[src/rtl/core/scc_pkg.sv]
// ----------------------------------------------------------------------------
// scc_pkg: shared definitions for the stroke corner counter
// Field widths, reset values and the turn unit status word.
// ----------------------------------------------------------------------------
package scc_pkg;

    localparam int IN_BITS        = 16;  // coordinate port width
    localparam int CFG_BITS       = 5;   // window_size register width
    localparam int COUNT_BITS     = 8;   // corner_count width
    localparam int SEEN_BITS      = 6;   // points_seen / gap counter width

    localparam int DEF_MAX_WINDOW = 16;
    localparam int DEF_COORD_BITS = 16;

    localparam logic [CFG_BITS-1:0]   WINDOW_RESET = CFG_BITS'(8);
    localparam logic [SEEN_BITS-1:0]  SEEN_MAX     = '1;
    localparam logic [COUNT_BITS-1:0] COUNT_MAX    = '1;
    localparam int                    DEBOUNCE_MIN = 2;

    // status from the turn unit back to the top level
    typedef struct packed {
        logic done;   // test finished this cycle
        logic sharp;  // turn is sharp (valid with done)
    } turn_res_t;

endpackage : scc_pkg

[src/rtl/core/scc_cell.sv]
// ----------------------------------------------------------------------------
// scc_cell: one slot of the point window
// Holds one point, passes it to the next slot on a shift, and drives the
// mid / far tap buses when its position matches.
// ----------------------------------------------------------------------------
module scc_cell #(
    parameter int CW  = 16,
    parameter int DW  = 6,
    parameter int IDX = 0
) (
    input  logic          clk,
    input  logic          shift_en,
    input  logic [CW-1:0] x_in,
    input  logic [CW-1:0] y_in,
    input  logic [DW-1:0] mid_idx,
    input  logic [DW-1:0] far_idx,
    output logic [CW-1:0] x_out,
    output logic [CW-1:0] y_out,
    output logic [CW-1:0] mid_x,
    output logic [CW-1:0] mid_y,
    output logic [CW-1:0] far_x,
    output logic [CW-1:0] far_y
);

    logic [CW-1:0] x_reg;
    logic [CW-1:0] y_reg;
    logic          mid_hit;
    logic          far_hit;

    always_ff @(posedge clk)
    begin
        if (shift_en)
        begin
            x_reg <= x_in;
            y_reg <= y_in;
        end
    end

    assign mid_hit = (mid_idx == DW'(IDX));
    assign far_hit = (far_idx == DW'(IDX));

    assign x_out = x_reg;
    assign y_out = y_reg;
    assign mid_x = mid_hit ? x_reg : '0;
    assign mid_y = mid_hit ? y_reg : '0;
    assign far_x = far_hit ? x_reg : '0;
    assign far_y = far_hit ? y_reg : '0;

endmodule : scc_cell

[src/rtl/core/scc_turn_unit.sv]
// ----------------------------------------------------------------------------
// scc_turn_unit: sharp turn test on three points
// One shared HxH multiplier, stepped: six products for |a|^2, |b|^2 and the
// dot product, then dot^2 and |a|^2*|b|^2 as four partial products each,
// then 100*dot^2 < 9*|a|^2*|b|^2; a zero vector or negative dot ends early.
// ----------------------------------------------------------------------------
module scc_turn_unit #(
    parameter int CW = 16
) (
    input  logic                 clk,
    input  logic                 rst_n,
    input  logic                 start,
    input  logic [CW-1:0]        p0_x,
    input  logic [CW-1:0]        p0_y,
    input  logic [CW-1:0]        p1_x,
    input  logic [CW-1:0]        p1_y,
    input  logic [CW-1:0]        p2_x,
    input  logic [CW-1:0]        p2_y,
    output scc_pkg::turn_res_t   res
);
    import scc_pkg::*;

    localparam int H  = CW + 1;   // half width of the wide operands
    localparam int PW = 2 * H;    // product / length^2 width
    localparam int AW = 4 * H;    // wide accumulator
    localparam int LW = AW + 7;   // room for the x100 scale

    localparam int COS_NUM_SQ = 9;    // 0.3^2 = 9/100
    localparam int COS_DEN_SQ = 100;

    localparam logic [4:0] ST_SQ_FIRST  = 5'd1;
    localparam logic [4:0] ST_DECIDE    = 5'd8;
    localparam logic [4:0] ST_DOT_FIRST = 5'd9;
    localparam logic [4:0] ST_SCALE     = 5'd14;
    localparam logic [4:0] ST_LEN_FIRST = 5'd15;
    localparam logic [4:0] ST_CMP       = 5'd20;

    typedef enum logic {U_IDLE, U_RUN} ustate_t;

    ustate_t              state_reg, state_next;
    logic [4:0]           step_reg, step_next;
    logic [H-1:0]         axm_reg, aym_reg, bxm_reg, bym_reg;
    logic [H-1:0]         axm_next, aym_next, bxm_next, bym_next;
    logic                 axs_reg, ays_reg, bxs_reg, bys_reg;
    logic                 axs_next, ays_next, bxs_next, bys_next;
    logic [PW-1:0]        prod_reg, prod_next;
    logic [PW-1:0]        la2_reg, la2_next;
    logic [PW-1:0]        lb2_reg, lb2_next;
    logic signed [PW:0]   dot_reg, dot_next;
    logic [PW-1:0]        mag_reg, mag_next;
    logic [AW-1:0]        acc_reg, acc_next;
    logic [LW-1:0]        lhs_reg, lhs_next;

    logic [H-1:0]         opa, opb;
    logic [4:0]           sq_iss, sq_use, dot_iss, dot_use, len_iss, len_use;
    logic [AW-1:0]        pp_shifted;
    logic [1:0]           pp_sel;
    logic signed [PW:0]   prod_ext;
    logic                 degenerate;
    logic                 dot_neg;
    logic                 cmp_less;

    function automatic logic [H:0] sub_mag(input logic [CW-1:0] hi, input logic [CW-1:0] lo);
        logic [H-1:0] d;
        d = {1'b0, hi} - {1'b0, lo};
        sub_mag = {d[H-1], (d[H-1] ? (~d + H'(1)) : d)};
    endfunction

    assign sq_iss  = step_reg - ST_SQ_FIRST;
    assign sq_use  = step_reg - ST_SQ_FIRST - 5'd1;
    assign dot_iss = step_reg - ST_DOT_FIRST;
    assign dot_use = step_reg - ST_DOT_FIRST - 5'd1;
    assign len_iss = step_reg - ST_LEN_FIRST;
    assign len_use = step_reg - ST_LEN_FIRST - 5'd1;

    assign degenerate = (la2_reg == '0) || (lb2_reg == '0);
    assign dot_neg    = dot_reg[PW];
    assign prod_ext   = $signed({1'b0, prod_reg});
    assign cmp_less   = lhs_reg < (LW'(acc_reg) * LW'(COS_NUM_SQ));

    // operand select for the shared multiplier
    always_comb
    begin
        opa = axm_reg;
        opb = axm_reg;
        if (step_reg >= ST_SQ_FIRST && step_reg < ST_DECIDE - 5'd1)
        begin
            case (sq_iss[2:0])
                3'd0:    begin opa = axm_reg; opb = axm_reg; end
                3'd1:    begin opa = aym_reg; opb = aym_reg; end
                3'd2:    begin opa = bxm_reg; opb = bxm_reg; end
                3'd3:    begin opa = bym_reg; opb = bym_reg; end
                3'd4:    begin opa = axm_reg; opb = bxm_reg; end
                default: begin opa = aym_reg; opb = bym_reg; end
            endcase
        end
        else if (step_reg >= ST_DOT_FIRST && step_reg < ST_SCALE - 5'd1)
        begin
            opa = dot_iss[1] ? mag_reg[PW-1:H] : mag_reg[H-1:0];
            opb = dot_iss[0] ? mag_reg[PW-1:H] : mag_reg[H-1:0];
        end
        else if (step_reg >= ST_LEN_FIRST && step_reg < ST_CMP - 5'd1)
        begin
            opa = len_iss[1] ? la2_reg[PW-1:H] : la2_reg[H-1:0];
            opb = len_iss[0] ? lb2_reg[PW-1:H] : lb2_reg[H-1:0];
        end
    end

    // partial product placed by its half weights
    always_comb
    begin
        pp_sel = (step_reg < ST_SCALE) ? dot_use[1:0] : len_use[1:0];
        case (pp_sel)
            2'd0:    pp_shifted = AW'(prod_reg);
            2'd3:    pp_shifted = AW'(prod_reg) << (2 * H);
            default: pp_shifted = AW'(prod_reg) << H;
        endcase
    end

    always_comb
    begin
        state_next = state_reg;
        step_next  = step_reg;
        axm_next   = axm_reg;
        aym_next   = aym_reg;
        bxm_next   = bxm_reg;
        bym_next   = bym_reg;
        axs_next   = axs_reg;
        ays_next   = ays_reg;
        bxs_next   = bxs_reg;
        bys_next   = bys_reg;
        prod_next  = {{H{1'b0}}, opa} * {{H{1'b0}}, opb};
        la2_next   = la2_reg;
        lb2_next   = lb2_reg;
        dot_next   = dot_reg;
        mag_next   = mag_reg;
        acc_next   = acc_reg;
        lhs_next   = lhs_reg;
        res        = '0;

        unique case (state_reg)
            U_IDLE:
            begin
                if (start)
                begin
                    {axs_next, axm_next} = sub_mag(p1_x, p0_x);
                    {ays_next, aym_next} = sub_mag(p1_y, p0_y);
                    {bxs_next, bxm_next} = sub_mag(p2_x, p1_x);
                    {bys_next, bym_next} = sub_mag(p2_y, p1_y);
                    la2_next   = '0;
                    lb2_next   = '0;
                    dot_next   = '0;
                    step_next  = ST_SQ_FIRST;
                    state_next = U_RUN;
                end
            end
            U_RUN:
            begin
                step_next = step_reg + 5'd1;
                if (step_reg > ST_SQ_FIRST && step_reg < ST_DECIDE)
                begin
                    case (sq_use[2:0]) inside
                        3'd0, 3'd1: la2_next = la2_reg + prod_reg;
                        3'd2, 3'd3: lb2_next = lb2_reg + prod_reg;
                        3'd4:       dot_next = (axs_reg ^ bxs_reg) ? dot_reg - prod_ext
                                                                   : dot_reg + prod_ext;
                        default:    dot_next = (ays_reg ^ bys_reg) ? dot_reg - prod_ext
                                                                   : dot_reg + prod_ext;
                    endcase
                end
                if (step_reg == ST_DECIDE)
                begin
                    mag_next = dot_reg[PW-1:0];
                    acc_next = '0;
                    if (degenerate || dot_neg)
                    begin
                        res.done   = 1'b1;
                        res.sharp  = !degenerate;
                        state_next = U_IDLE;
                    end
                end
                if ((step_reg > ST_DOT_FIRST && step_reg < ST_SCALE)
                    || (step_reg > ST_LEN_FIRST && step_reg < ST_CMP))
                begin
                    acc_next = acc_reg + pp_shifted;
                end
                if (step_reg == ST_SCALE)
                begin
                    lhs_next = LW'(acc_reg) * LW'(COS_DEN_SQ);
                    acc_next = '0;
                end
                if (step_reg == ST_CMP)
                begin
                    res.done   = 1'b1;
                    res.sharp  = cmp_less;
                    state_next = U_IDLE;
                end
            end
            default:
            begin
                state_next = U_IDLE;
            end
        endcase
    end

    always_ff @(posedge clk or negedge rst_n)
    begin
        if (!rst_n)
        begin
            state_reg <= U_IDLE;
            step_reg  <= '0;
        end
        else
        begin
            state_reg <= state_next;
            step_reg  <= step_next;
        end
    end

    // datapath, no reset
    always_ff @(posedge clk)
    begin
        axm_reg  <= axm_next;
        aym_reg  <= aym_next;
        bxm_reg  <= bxm_next;
        bym_reg  <= bym_next;
        axs_reg  <= axs_next;
        ays_reg  <= ays_next;
        bxs_reg  <= bxs_next;
        bys_reg  <= bys_next;
        prod_reg <= prod_next;
        la2_reg  <= la2_next;
        lb2_reg  <= lb2_next;
        dot_reg  <= dot_next;
        mag_reg  <= mag_next;
        acc_reg  <= acc_next;
        lhs_reg  <= lhs_next;
    end

endmodule : scc_turn_unit

[src/rtl/core/stroke_corner_counter_core.sv]
// ----------------------------------------------------------------------------
// stroke_corner_counter_core: counts debounced sharp turns in a swipe trace
// A row of point cells holds the last 2W+1 points; a stepped turn unit tests
// the middle point against points W behind and W ahead.
// ----------------------------------------------------------------------------
//
//  channel  | handshake              | word
//  ---------+------------------------+----------------------------------------
//  in       | in_valid / in_stall    | point_x, point_y, last_point
//  out      | out_valid / out_stall  | corner_count, trace_too_short
//  cfg      | cfg_valid / cfg_ready  | window_size (radius W)
//
//  One word at a time. A point that is not tested passes accept and load;
//  a tested point adds 20 steps of the shared multiplier, and stops at the
//  decide step when a vector has zero length or the dot product is negative.
//  A last point ends with a move of the result into the output register.
//  Reset clears the counters and the radius (to 8); window cells need none.
//  The output register lets a new point in while a result waits; only the
//  next result waits for out_stall to drop.
// ----------------------------------------------------------------------------
module stroke_corner_counter_core #(
    parameter int MAX_WINDOW = scc_pkg::DEF_MAX_WINDOW,
    parameter int COORD_BITS = scc_pkg::DEF_COORD_BITS
) (
    input  logic                            clk,
    input  logic                            rst_n,
    input  logic                            in_valid,
    output logic                            in_stall,
    input  logic [scc_pkg::IN_BITS-1:0]     point_x,
    input  logic [scc_pkg::IN_BITS-1:0]     point_y,
    input  logic                            last_point,
    output logic                            out_valid,
    input  logic                            out_stall,
    output logic [scc_pkg::COUNT_BITS-1:0]  corner_count,
    output logic                            trace_too_short,
    input  logic                            cfg_valid,
    output logic                            cfg_ready,
    input  logic [scc_pkg::CFG_BITS-1:0]    window_size
);
    import scc_pkg::*;

    localparam int DEPTH = 2 * MAX_WINDOW + 1;
    localparam int CW    = (COORD_BITS < IN_BITS) ? COORD_BITS : IN_BITS;
    localparam int WW    = $clog2(MAX_WINDOW + 1);   // radius width
    localparam int DW    = $clog2(DEPTH);            // cell position width
    localparam int NW    = WW + 2;                   // 2W+1 width
    localparam int EW    = (WW > CFG_BITS) ? WW : CFG_BITS;
    localparam int CMPW  = (NW > SEEN_BITS) ? NW : SEEN_BITS;
    localparam int GW    = (WW > SEEN_BITS) ? WW : SEEN_BITS;

    typedef enum logic [1:0] {S_IDLE, S_LOAD, S_WAIT, S_DELIVER} state_t;

    state_t                  state_reg, state_next;
    logic [CFG_BITS-1:0]     window_size_reg, window_size_next;
    logic [WW-1:0]           w_reg, w_next;
    logic                    last_reg, last_next;
    logic                    test_reg, test_next;
    logic [SEEN_BITS-1:0]    seen_reg, seen_next;
    logic [SEEN_BITS-1:0]    gap_reg, gap_next;
    logic                    any_reg, any_next;
    logic [COUNT_BITS-1:0]   corners_reg, corners_next;
    logic                    out_valid_reg, out_valid_next;
    logic [COUNT_BITS-1:0]   out_count_reg, out_count_next;
    logic                    out_short_reg, out_short_next;

    logic                    accept;
    logic                    shift_en;
    logic [EW-1:0]           ws_ext;
    logic [EW-1:0]           w_eff;
    logic [WW-1:0]           w_now;
    logic [NW-1:0]           need_now;
    logic [SEEN_BITS-1:0]    seen_inc;
    logic [WW-1:0]           half_w;
    logic [GW-1:0]           debounce;
    logic                    corner_ok;
    logic [DW-1:0]           mid_idx;
    logic [DW-1:0]           far_idx;
    turn_res_t               turn_res;

    // window row: chain[0] is the incoming point, cell k holds window[k]
    logic [CW-1:0] chain_x [DEPTH+1];
    logic [CW-1:0] chain_y [DEPTH+1];
    logic [CW-1:0] mid_x_tap [DEPTH];
    logic [CW-1:0] mid_y_tap [DEPTH];
    logic [CW-1:0] far_x_tap [DEPTH];
    logic [CW-1:0] far_y_tap [DEPTH];
    logic [CW-1:0] mid_x, mid_y, far_x, far_y;

    assign accept   = in_valid && !in_stall;
    assign shift_en = accept;
    assign in_stall = (state_reg != S_IDLE);
    assign cfg_ready = (state_reg == S_IDLE);

    assign chain_x[0] = point_x[CW-1:0];
    assign chain_y[0] = point_y[CW-1:0];

    assign mid_idx = DW'(w_reg);
    assign far_idx = DW'({w_reg, 1'b0});

    genvar gi;
    generate
        for (gi = 0; gi < DEPTH; gi++)
        begin : g_cell
            scc_cell #(
                .CW  (CW),
                .DW  (DW),
                .IDX (gi)
            ) u_cell (
                .clk      (clk),
                .shift_en (shift_en),
                .x_in     (chain_x[gi]),
                .y_in     (chain_y[gi]),
                .mid_idx  (mid_idx),
                .far_idx  (far_idx),
                .x_out    (chain_x[gi+1]),
                .y_out    (chain_y[gi+1]),
                .mid_x    (mid_x_tap[gi]),
                .mid_y    (mid_y_tap[gi]),
                .far_x    (far_x_tap[gi]),
                .far_y    (far_y_tap[gi])
            );
        end
    endgenerate

    // only one cell drives each tap, so an OR collects it
    always_comb
    begin
        mid_x = '0;
        mid_y = '0;
        far_x = '0;
        far_y = '0;
        for (int k = 0; k < DEPTH; k++)
        begin
            mid_x = mid_x | mid_x_tap[k];
            mid_y = mid_y | mid_y_tap[k];
            far_x = far_x | far_x_tap[k];
            far_y = far_y | far_y_tap[k];
        end
    end

    scc_turn_unit #(
        .CW (CW)
    ) u_turn (
        .clk   (clk),
        .rst_n (rst_n),
        .start (state_reg == S_LOAD && test_reg),
        .p0_x  (far_x),
        .p0_y  (far_y),
        .p1_x  (mid_x),
        .p1_y  (mid_y),
        .p2_x  (chain_x[1]),
        .p2_y  (chain_y[1]),
        .res   (turn_res)
    );

    // radius clamp: 0 acts as 1, above MAX_WINDOW acts as MAX_WINDOW
    always_comb
    begin
        ws_ext = EW'(window_size_reg);
        if (ws_ext == '0)
            w_eff = EW'(1);
        else if (ws_ext > EW'(MAX_WINDOW))
            w_eff = EW'(MAX_WINDOW);
        else
            w_eff = ws_ext;
    end

    assign w_now    = w_eff[WW-1:0];
    assign need_now = NW'({w_now, 1'b1});
    assign seen_inc = (seen_reg == SEEN_MAX) ? seen_reg : seen_reg + SEEN_BITS'(1);

    // debounce gap is max(2, W/2); the first corner of a trace always counts
    assign half_w    = w_reg >> 1;
    assign debounce  = (GW'(half_w) < GW'(DEBOUNCE_MIN)) ? GW'(DEBOUNCE_MIN) : GW'(half_w);
    assign corner_ok = !any_reg || (GW'(gap_reg) > debounce);

    always_comb
    begin
        state_next       = state_reg;
        window_size_next = window_size_reg;
        w_next           = w_reg;
        last_next        = last_reg;
        test_next        = test_reg;
        seen_next        = seen_reg;
        gap_next         = gap_reg;
        any_next         = any_reg;
        corners_next     = corners_reg;
        out_valid_next   = out_valid_reg && out_stall;
        out_count_next   = out_count_reg;
        out_short_next   = out_short_reg;

        if (cfg_valid && cfg_ready)
            window_size_next = window_size;

        unique case (state_reg)
            S_IDLE:
            begin
                if (accept)
                begin
                    w_next     = w_now;
                    last_next  = last_point;
                    seen_next  = seen_inc;
                    test_next  = CMPW'(seen_inc) >= CMPW'(need_now);
                    if (CMPW'(seen_inc) >= CMPW'(need_now) && any_reg && gap_reg != SEEN_MAX)
                        gap_next = gap_reg + SEEN_BITS'(1);
                    state_next = S_LOAD;
                end
            end
            S_LOAD:
            begin
                if (test_reg)
                    state_next = S_WAIT;
                else if (last_reg)
                    state_next = S_DELIVER;
                else
                    state_next = S_IDLE;
            end
            S_WAIT:
            begin
                if (turn_res.done)
                begin
                    if (turn_res.sharp && corner_ok)
                    begin
                        if (corners_reg != COUNT_MAX)
                            corners_next = corners_reg + COUNT_BITS'(1);
                        any_next = 1'b1;
                        gap_next = '0;
                    end
                    state_next = last_reg ? S_DELIVER : S_IDLE;
                end
            end
            S_DELIVER:
            begin
                if (!out_valid_reg || !out_stall)
                begin
                    out_valid_next = 1'b1;
                    out_count_next = corners_reg;
                    out_short_next = !test_reg;
                    seen_next      = '0;
                    gap_next       = '0;
                    any_next       = 1'b0;
                    corners_next   = '0;
                    state_next     = S_IDLE;
                end
            end
            default:
            begin
                state_next = S_IDLE;
            end
        endcase
    end

    always_ff @(posedge clk or negedge rst_n)
    begin
        if (!rst_n)
        begin
            state_reg       <= S_IDLE;
            window_size_reg <= WINDOW_RESET;
            w_reg           <= '0;
            last_reg        <= 1'b0;
            test_reg        <= 1'b0;
            seen_reg        <= '0;
            gap_reg         <= '0;
            any_reg         <= 1'b0;
            corners_reg     <= '0;
            out_valid_reg   <= 1'b0;
            out_count_reg   <= '0;
            out_short_reg   <= 1'b0;
        end
        else
        begin
            state_reg       <= state_next;
            window_size_reg <= window_size_next;
            w_reg           <= w_next;
            last_reg        <= last_next;
            test_reg        <= test_next;
            seen_reg        <= seen_next;
            gap_reg         <= gap_next;
            any_reg         <= any_next;
            corners_reg     <= corners_next;
            out_valid_reg   <= out_valid_next;
            out_count_reg   <= out_count_next;
            out_short_reg   <= out_short_next;
        end
    end

    assign out_valid       = out_valid_reg;
    assign corner_count    = out_count_reg;
    assign trace_too_short = out_short_reg;

endmodule : stroke_corner_counter_core

[config.mk]
export PLATFORM = sky130hd
export DESIGN_NAME = stroke_corner_counter_core
export DESIGN_NICKNAME = d
export VERILOG_FILES = /design/src/rtl/core/scc_pkg.sv /design/src/rtl/core/scc_cell.sv /design/src/rtl/core/scc_turn_unit.sv /design/src/rtl/core/stroke_corner_counter_core.sv
export SDC_FILE = /design/constraint.sdc
export NUM_CORES = 2
export LEC_CHECK = 0
export ABC_AREA = 1
export BUFFER_PORTS_ARGS = -buffer_cell sky130_fd_sc_hd__buf_2
export CAP_MARGIN = 20
export CELL_PAD_IN_SITES_DETAIL_PLACEMENT = 0
export CELL_PAD_IN_SITES_GLOBAL_PLACEMENT = 2
export CORE_MARGIN = 2
export CORE_UTILIZATION = 45
export DETAILED_ROUTE_END_ITERATION = 6
export GPL_TIMING_DRIVEN = 0
export HOLD_SLACK_MARGIN = 0.02
export PLACE_DENSITY = 0.91
export SYNTH_ARGS = -nofsm -noshare
export SYNTH_HDL_FRONTEND = slang
export SYNTH_SLANG_ARGS = --single-unit
[constraint.sdc]
create_clock -name clk -period 113.9 [get_ports clk]
set_clock_uncertainty 0.15 [all_clocks]
set_input_delay 11.39 -clock clk [delete_from_list [all_inputs] [get_ports clk]]
set_output_delay 11.39 -clock clk [all_outputs]
set_load 0.02 [all_outputs]
Word level (Yosys, flattened, before mapping)
Cells that the tools add are included.

word-level totals
  bits in registers = 1,491
  bits in read-only memories = 0
  word-level logic and storage cells = 534
  bits in latches = 0
  memory bits (writable) = 0
  memories = 0
  bits of input ports = 43

operators by class
  add/sub/neg operators = 23
  reduce and logical (&&, ||, !) cells = 56
  bitwise logic cells = 101
  multiply operators = 3
  equal/unequal tests = 61
  shifts and indexed selects = 0
  divide/modulo/power cells = 0
  $lt $le $gt $ge = 17
  mux-type cells = 174

operators by type and width
  operator               count
  $mux 16                102
  $or 16x16->16          94
  $mux 35                7
  $mux 34                6
  $mux 17                10
  $mux 68                2
  $pmux 34 s2            2
  $pmux 68 s2            1
  $pmux 17 s3            2
  $eq 5x5->1 const B     17
  $lt 75x72->1           1
  $mul 68x5->73 const B  1
  $mul 68x4->72 const B  1
  $pmux 35 s2            1
  $add 17x1->17 const B  4
  $add 34x34->34         2
  $add 68x68->68         1
  $logic_not 34->1       2
  $not 17->17            4
  $sub 16x16->17         4
  $eq 5x4->1 const B     10
  $mux 6                 7
  $add 35x35->35         1
  $sub 35x35->35         1
  59 further kinds       152

Logic depth before layout (Yosys ltp)
  word-level depth = 37
  mapped depth = 45
  gate-level depth less buffers = 42

Hierarchy
From an unflattened synthesis, not the netlist that was laid out.

second synthesis, totals
  cell total of the unflattened synthesis = 14,924
  area total of the unflattened synthesis = 117,863.0 um2

by module, submodules not included
  module                            instances  cells each  area each (um2)
  scc_turn_unit                     1          8,990       60,900.9
  scc_cell (g_cell[11].u_cell ...)  10         146         1,466.4
  scc_cell (g_cell[16].u_cell ...)  6          144         1,534.0
  scc_cell (g_cell[10].u_cell ...)  6          144         1,531.5
  stroke_corner_counter_core        1          1,146       7,249.5
  scc_cell (g_cell[12].u_cell ...)  2          144         1,561.5
  scc_cell (g_cell[17].u_cell ...)  2          146         1,554.0
  scc_cell (g_cell[23].u_cell ...)  2          146         1,492.7
  scc_cell (g_cell[29].u_cell ...)  2          148         1,473.9
  scc_cell (g_cell[31].u_cell)      1          146         1,531.5
  scc_cell (g_cell[15].u_cell)      1          144         1,524.0
  scc_cell (g_cell[0].u_cell)       1          142         1,436.4

Least setup slack after synthesis
No wires, ideal clock.

  kind = input to register
  from = in in_valid
  to = reg w_reg[0]
  data arrival time = 59.187 ns
  stages on the path = 6
  setup slack = 54.279 ns
  required time = 113.466 ns
  path buffers = 0
  cell sequence = inv_1 nor2_1 inv_1 nor2_1 nand2_1 o21ai_0

on the way
  word-level cells in the longest chain between the ends = 2

RTL lines
  item                        line                               source
  start: declaration          stroke_corner_counter_core.sv:27   input logic in_valid,
  $logic_and 1x1->1           stroke_corner_counter_core.sv:89   assign accept = in_valid && !in_stall;
  named net accept            stroke_corner_counter_core.sv:66   logic accept;
  $reduce_and 2->1 (no line)  n/a
  end signal: assignment      stroke_corner_counter_core.sv:274  w_reg <= w_next;
  end: declaration            stroke_corner_counter_core.sv:55   logic [WW-1:0] w_reg, w_next;

The timed path passes the listed nets, and every way through them passes these cells.
A chain may end at the register's enable or synchronous reset.

Worst setup path in the final report
  from = in in_valid
  to = reg g_cell[0].u_cell.x_reg[10] (enable)

on the way
  word-level cells in the longest chain between the ends = 1

RTL lines
  item                    line                              source
  $logic_and 1x1->1       stroke_corner_counter_core.sv:89
  named net accept        stroke_corner_counter_core.sv:66
  end signal: assignment  scc_cell.sv:34                    x_reg <= x_in;
  end: declaration        scc_cell.sv:25                    logic [CW-1:0] x_reg;

The timed path passes the listed nets, and every way through them passes these cells.

==> results by group <==
Global routing
  • Largest net degree at the start of global routing: 59
  • Grt ovf: 0
  • Gr busiest metal: met2
  • GR Util met2: 0.524
  • Grt met3 use: 0.0853
  • First-pass GRT wire length: 576 mm
  • Vias in the first global route: 83,000
  • GRT met1 Usage: 0.455
  • Tot GR Track Use: 0.346
  • Initial antenna violation count: 23

Layout
  • Filler cell count in the final layout: 20,900
  • Final #Nets: 12,800
  • Share of layout cells above drive strength 1: 0.0542
  • Seq. cell area: between 40,000 and 50,000 sq um
  • P&R area growth vs syn: 12.1%
  • Multi-input logic area: 49,000 sq um

Floorplan
  • Core Area: 223,000 sq um
  • Die Ht: around 480 microns
  • Die X-Extent: 478 microns
  • Row cnt: 173
  • Initial core utilization: 0.453
  • Ports: 55
  • Area of the die: roughly 230,000 sq um

Clocking
  • Latest clock arrival within the worst-skew pair: around 0.9 ns
  • TritonCTS buffer count: 168
  • Clk buf depth: 3
  • Postcts setup bufs: 0
  • Clock root cell: clkbuf_16
  • Reg clk slew, reported paths: 0.06 ns
  • CTS HTree Levels: 4
  • CTS tree: yes
  • Post-CTS resize count: 0
  • Clock sink count: 1,491
  • Hold_buf cts: 0

Placement
  • Placed wire-length estimate: 312 mm
  • Routability cong.: between 0.9 and 1
  • Port bufs: 54

Synth
  • Commonest cells in the netlist: nand2_1 (2,244), inv_1 (1,801), edfxtp_1 (1,406), nor2_1 (965), a21oi_1 (820)
  • Syn Nets: 12,400
  • Synth Warn #: 0
  • Synth area leaders: edfxtp_1 (42%), ha_1 (9.9%), nand2_1 (8.3%)
  • Register area share after synthesis: 0.437
  • Cell variety after synth: around 70
  • Ys async rst share: 0.0342
  • Gate Count Post-Synth: 11,300
  • Syn avg cell area: 8.94 sq um
  • Leading area contributor after synthesis: edfxtp_1
  • Most common cell in the netlist: nand2_1
  • Mapped cell area: slightly above 100,000 sq um
  • EDFF count, synth: 1,406
  • Yosys top cell area share: 0.418
  • Top_reg_cell synth: edfxtp_1
  • Synthesized flop and latch total: 1,491

Timing
  • Fmax: 70.9 MHz
  • Post-route setup TNS: 0 ns
  • Slew at the pin with the worst max-slew slack: 1.43 ns
  • # setup viols final: 0
  • Final period utilization: 0.124
  • Max-slew violations: 0
  • Final Critical Period: between 10 and 15 ns
  • RSZ-0062 raised after global routing: no
  • Relative slew margins: 0.0460
  • Final hold vios: 0

Pwr
  • Sw Share: 0.261
  • Comb pwr share: 0.091
  • Ratio of total power to cell area: 11.3 nW/um^2
  • Power Internal: roughly 950 uW
  • Seq pwr share: 0.464
  • Leak: between 40 and 50 nW
  • Max VDD drop: 0.0168 mV
  • Net Switching: 335 uW
  • Tot Pwr: 1.28 mW
  • Clock power frac: 0.444

Critical path
  • Kind of critical path: primary input to register
  • Cell family contributing the most delay on the critical path: buffers and inverters
  • CP dominant cell by count: buf_12
  • Reg2reg end: u_turn.prod_reg[33]
  • Buf/Inv on CP: 12
  • CP cell instances: buf_2 > inv_1 > nor2_4 > buf_16 > buf_12 > buf_12 > buf_12 > buf_12 > buf_12 > buf_12 > buf_16 > buf_12 > buf_12
  • Critical path launch point type: primary input
  • Worst path slowest cell: nor2_4
  • CP arrival: 14.53 ns
  • Critical Path RT: ~110 ns
  • Worst r2r path cells: 32
  • CP endpoint kind: register
  • Worst Path Max Fanout: 35
  • FF-to-FF Start: u_turn.step_reg[0]
  • CP max stage delay: between 0.4 and 0.5 ns
  • R2R setup slack: 102.69 ns

Drt
  • Antenna viol nets, final: 0
  • Post-DR wirelength/cell: 27.3 microns
  • 1st-pass router iterations: 7
  • DR iter-0 viols: between 10,000 and 15,000
  • Routed wire length: around 400 mm
  • DR vias/cell: a little under 6
  • DR DRC count: 5
  • Vias: 88,100

Min path
  • Hold endpoint: g_cell[14].u_cell.y_out[0]
  • Hold Path Origin: g_cell[13].u_cell.y_out[0]
  • Worst hold path type: register to register
  • Hold Path Stages: 0

Job
  • Max Cap Viol: 0

Status
  • Violated checks: DRC
  • Status: finished, violations left
-- metrics by stage --
stage / instances / utilization / cell area [sq um] / hold WS, ns / setup WS (ns)
detailed placement: 14500 / 0.483 / 108000 / 0.282 / 98.97
finish: 14800 / 0.508 / 113000 / 0.263 / 99.79
global route: 14800 / 0.508 / 113000 / 0.279 / 99.69
floorplan: 11300 / - / 101000 / 0.272 / 54.28
global placement: 14300 / 0.471 / 105000 / 0.278 / 35.87
CTS: 14800 / 0.508 / 113000 / 0.254 / 99.91
-- power by group through the flow --
stage          clock, mW  combinational (mW)  sequential [mW]
6_report           0.570               0.117            0.596
5_1_grt            0.591               0.128            0.595
4_1_cts            0.572               0.115            0.596
3_5_place_dp           0               0.115            0.607
3_3_place_gp           0               0.111            0.607
2_1_floorplan          0              0.0733            0.607
-- cell families after synthesis --
kind of cell	share of synthesized area
AND/OR/NAND/NOR	0.164
AO/OA/AOI/OAI	0.138
buffers and inverters	0.0797
flip-flops	0.437
adder cells (fa/ha/maj)	0.158
XOR/XNOR	0.0196
multiplexers	0.00317
-- area by class of cell --
| cell class | count | share of cell area |
|---|---|---|
| Tap cell | 2975 | 0.0329 |
| Timing Repair Buffer | 203 | 0.0229 |
| Antenna cell | 30 | 0.000663 |
| Inverter | 1825 | 0.0605 |
| Multi-Input combinational cell | 7685 | 0.432 |
| Clock inverter | 107 | 0.0108 |
| Clock buffer | 203 | 0.0389 |
| Buffer | 294 | 0.0110 |
| Sequential cell | 1491 | 0.390 |
-- placed cells by master (no fill, tap or decap), types with 29 or more instances in the layout --
master	synthesis	routed
nand2_1	2244	2244
inv_1	1801	1800
edfxtp_1	1406	1406
nor2_1	965	959
a21oi_1	820	819
ha_1	803	803
o21ai_0	614	614
nand3_1	426	426
fa_1	295	295
clkbuf_1	207	212
nand4_1	175	175
clkbuf_16	0	170
a31oi_1	138	138
a221oi_1	136	136
xor2_1	132	132
buf_2	41	113
o22ai_1	93	93
xnor2_1	90	90
o2111ai_1	82	82
o21a_1	80	80
nor4_1	70	57
buf_8	0	56
nor3_1	55	53
dfrtp_1	50	50
o211ai_1	49	49
a22o_1	45	45
a22oi_1	38	38
a21boi_0	35	35
clkinv_1	11	34
dfxtp_1	34	34
mux2i_1	32	32
clkinv_2	0	32
buf_12	0	32
diode_2	0	30
nand3b_1	30	30
buf_4	10	29
-- routing by layer --
layer / up-vias / part of all wire
met3: 1077 / 0.11
met1: 42400 / 0.39
li1: 39600 / -
met4: 14 / 0.066
met2: 5125 / 0.43
met5: - / 0.00023
-- worst max-delay path by stage --
stage	startpoint	endpoint	slack (ns)	cells past startpoint
3_5_place_dp	in_valid	g_cell[0].u_cell.x_out[10]	98.97	13
4_1_cts	in_valid	g_cell[31].u_cell.y_out[9]	99.91	13
5_1_grt	in_valid	g_cell[25].u_cell.y_out[9]	99.69	13
2_1_floorplan	in_valid	w_reg[0]	54.28	6
3_3_place_gp	in_valid	w_reg[0]	35.87	7
6_report	in_valid	g_cell[0].u_cell.x_out[10]	99.79	13
-- worst reg2reg max path, delay by kind of cell, from the launching register on --
family          cells  cell delay, ns
compound gates      7            2.92
simple gates        4            0.55
fa+ha+maj           8            3.86
flops               1            0.40
xor+xnor            1            0.15
buf+inv            12            3.15
Note: power is estimated with default switching activity, not from simulation.
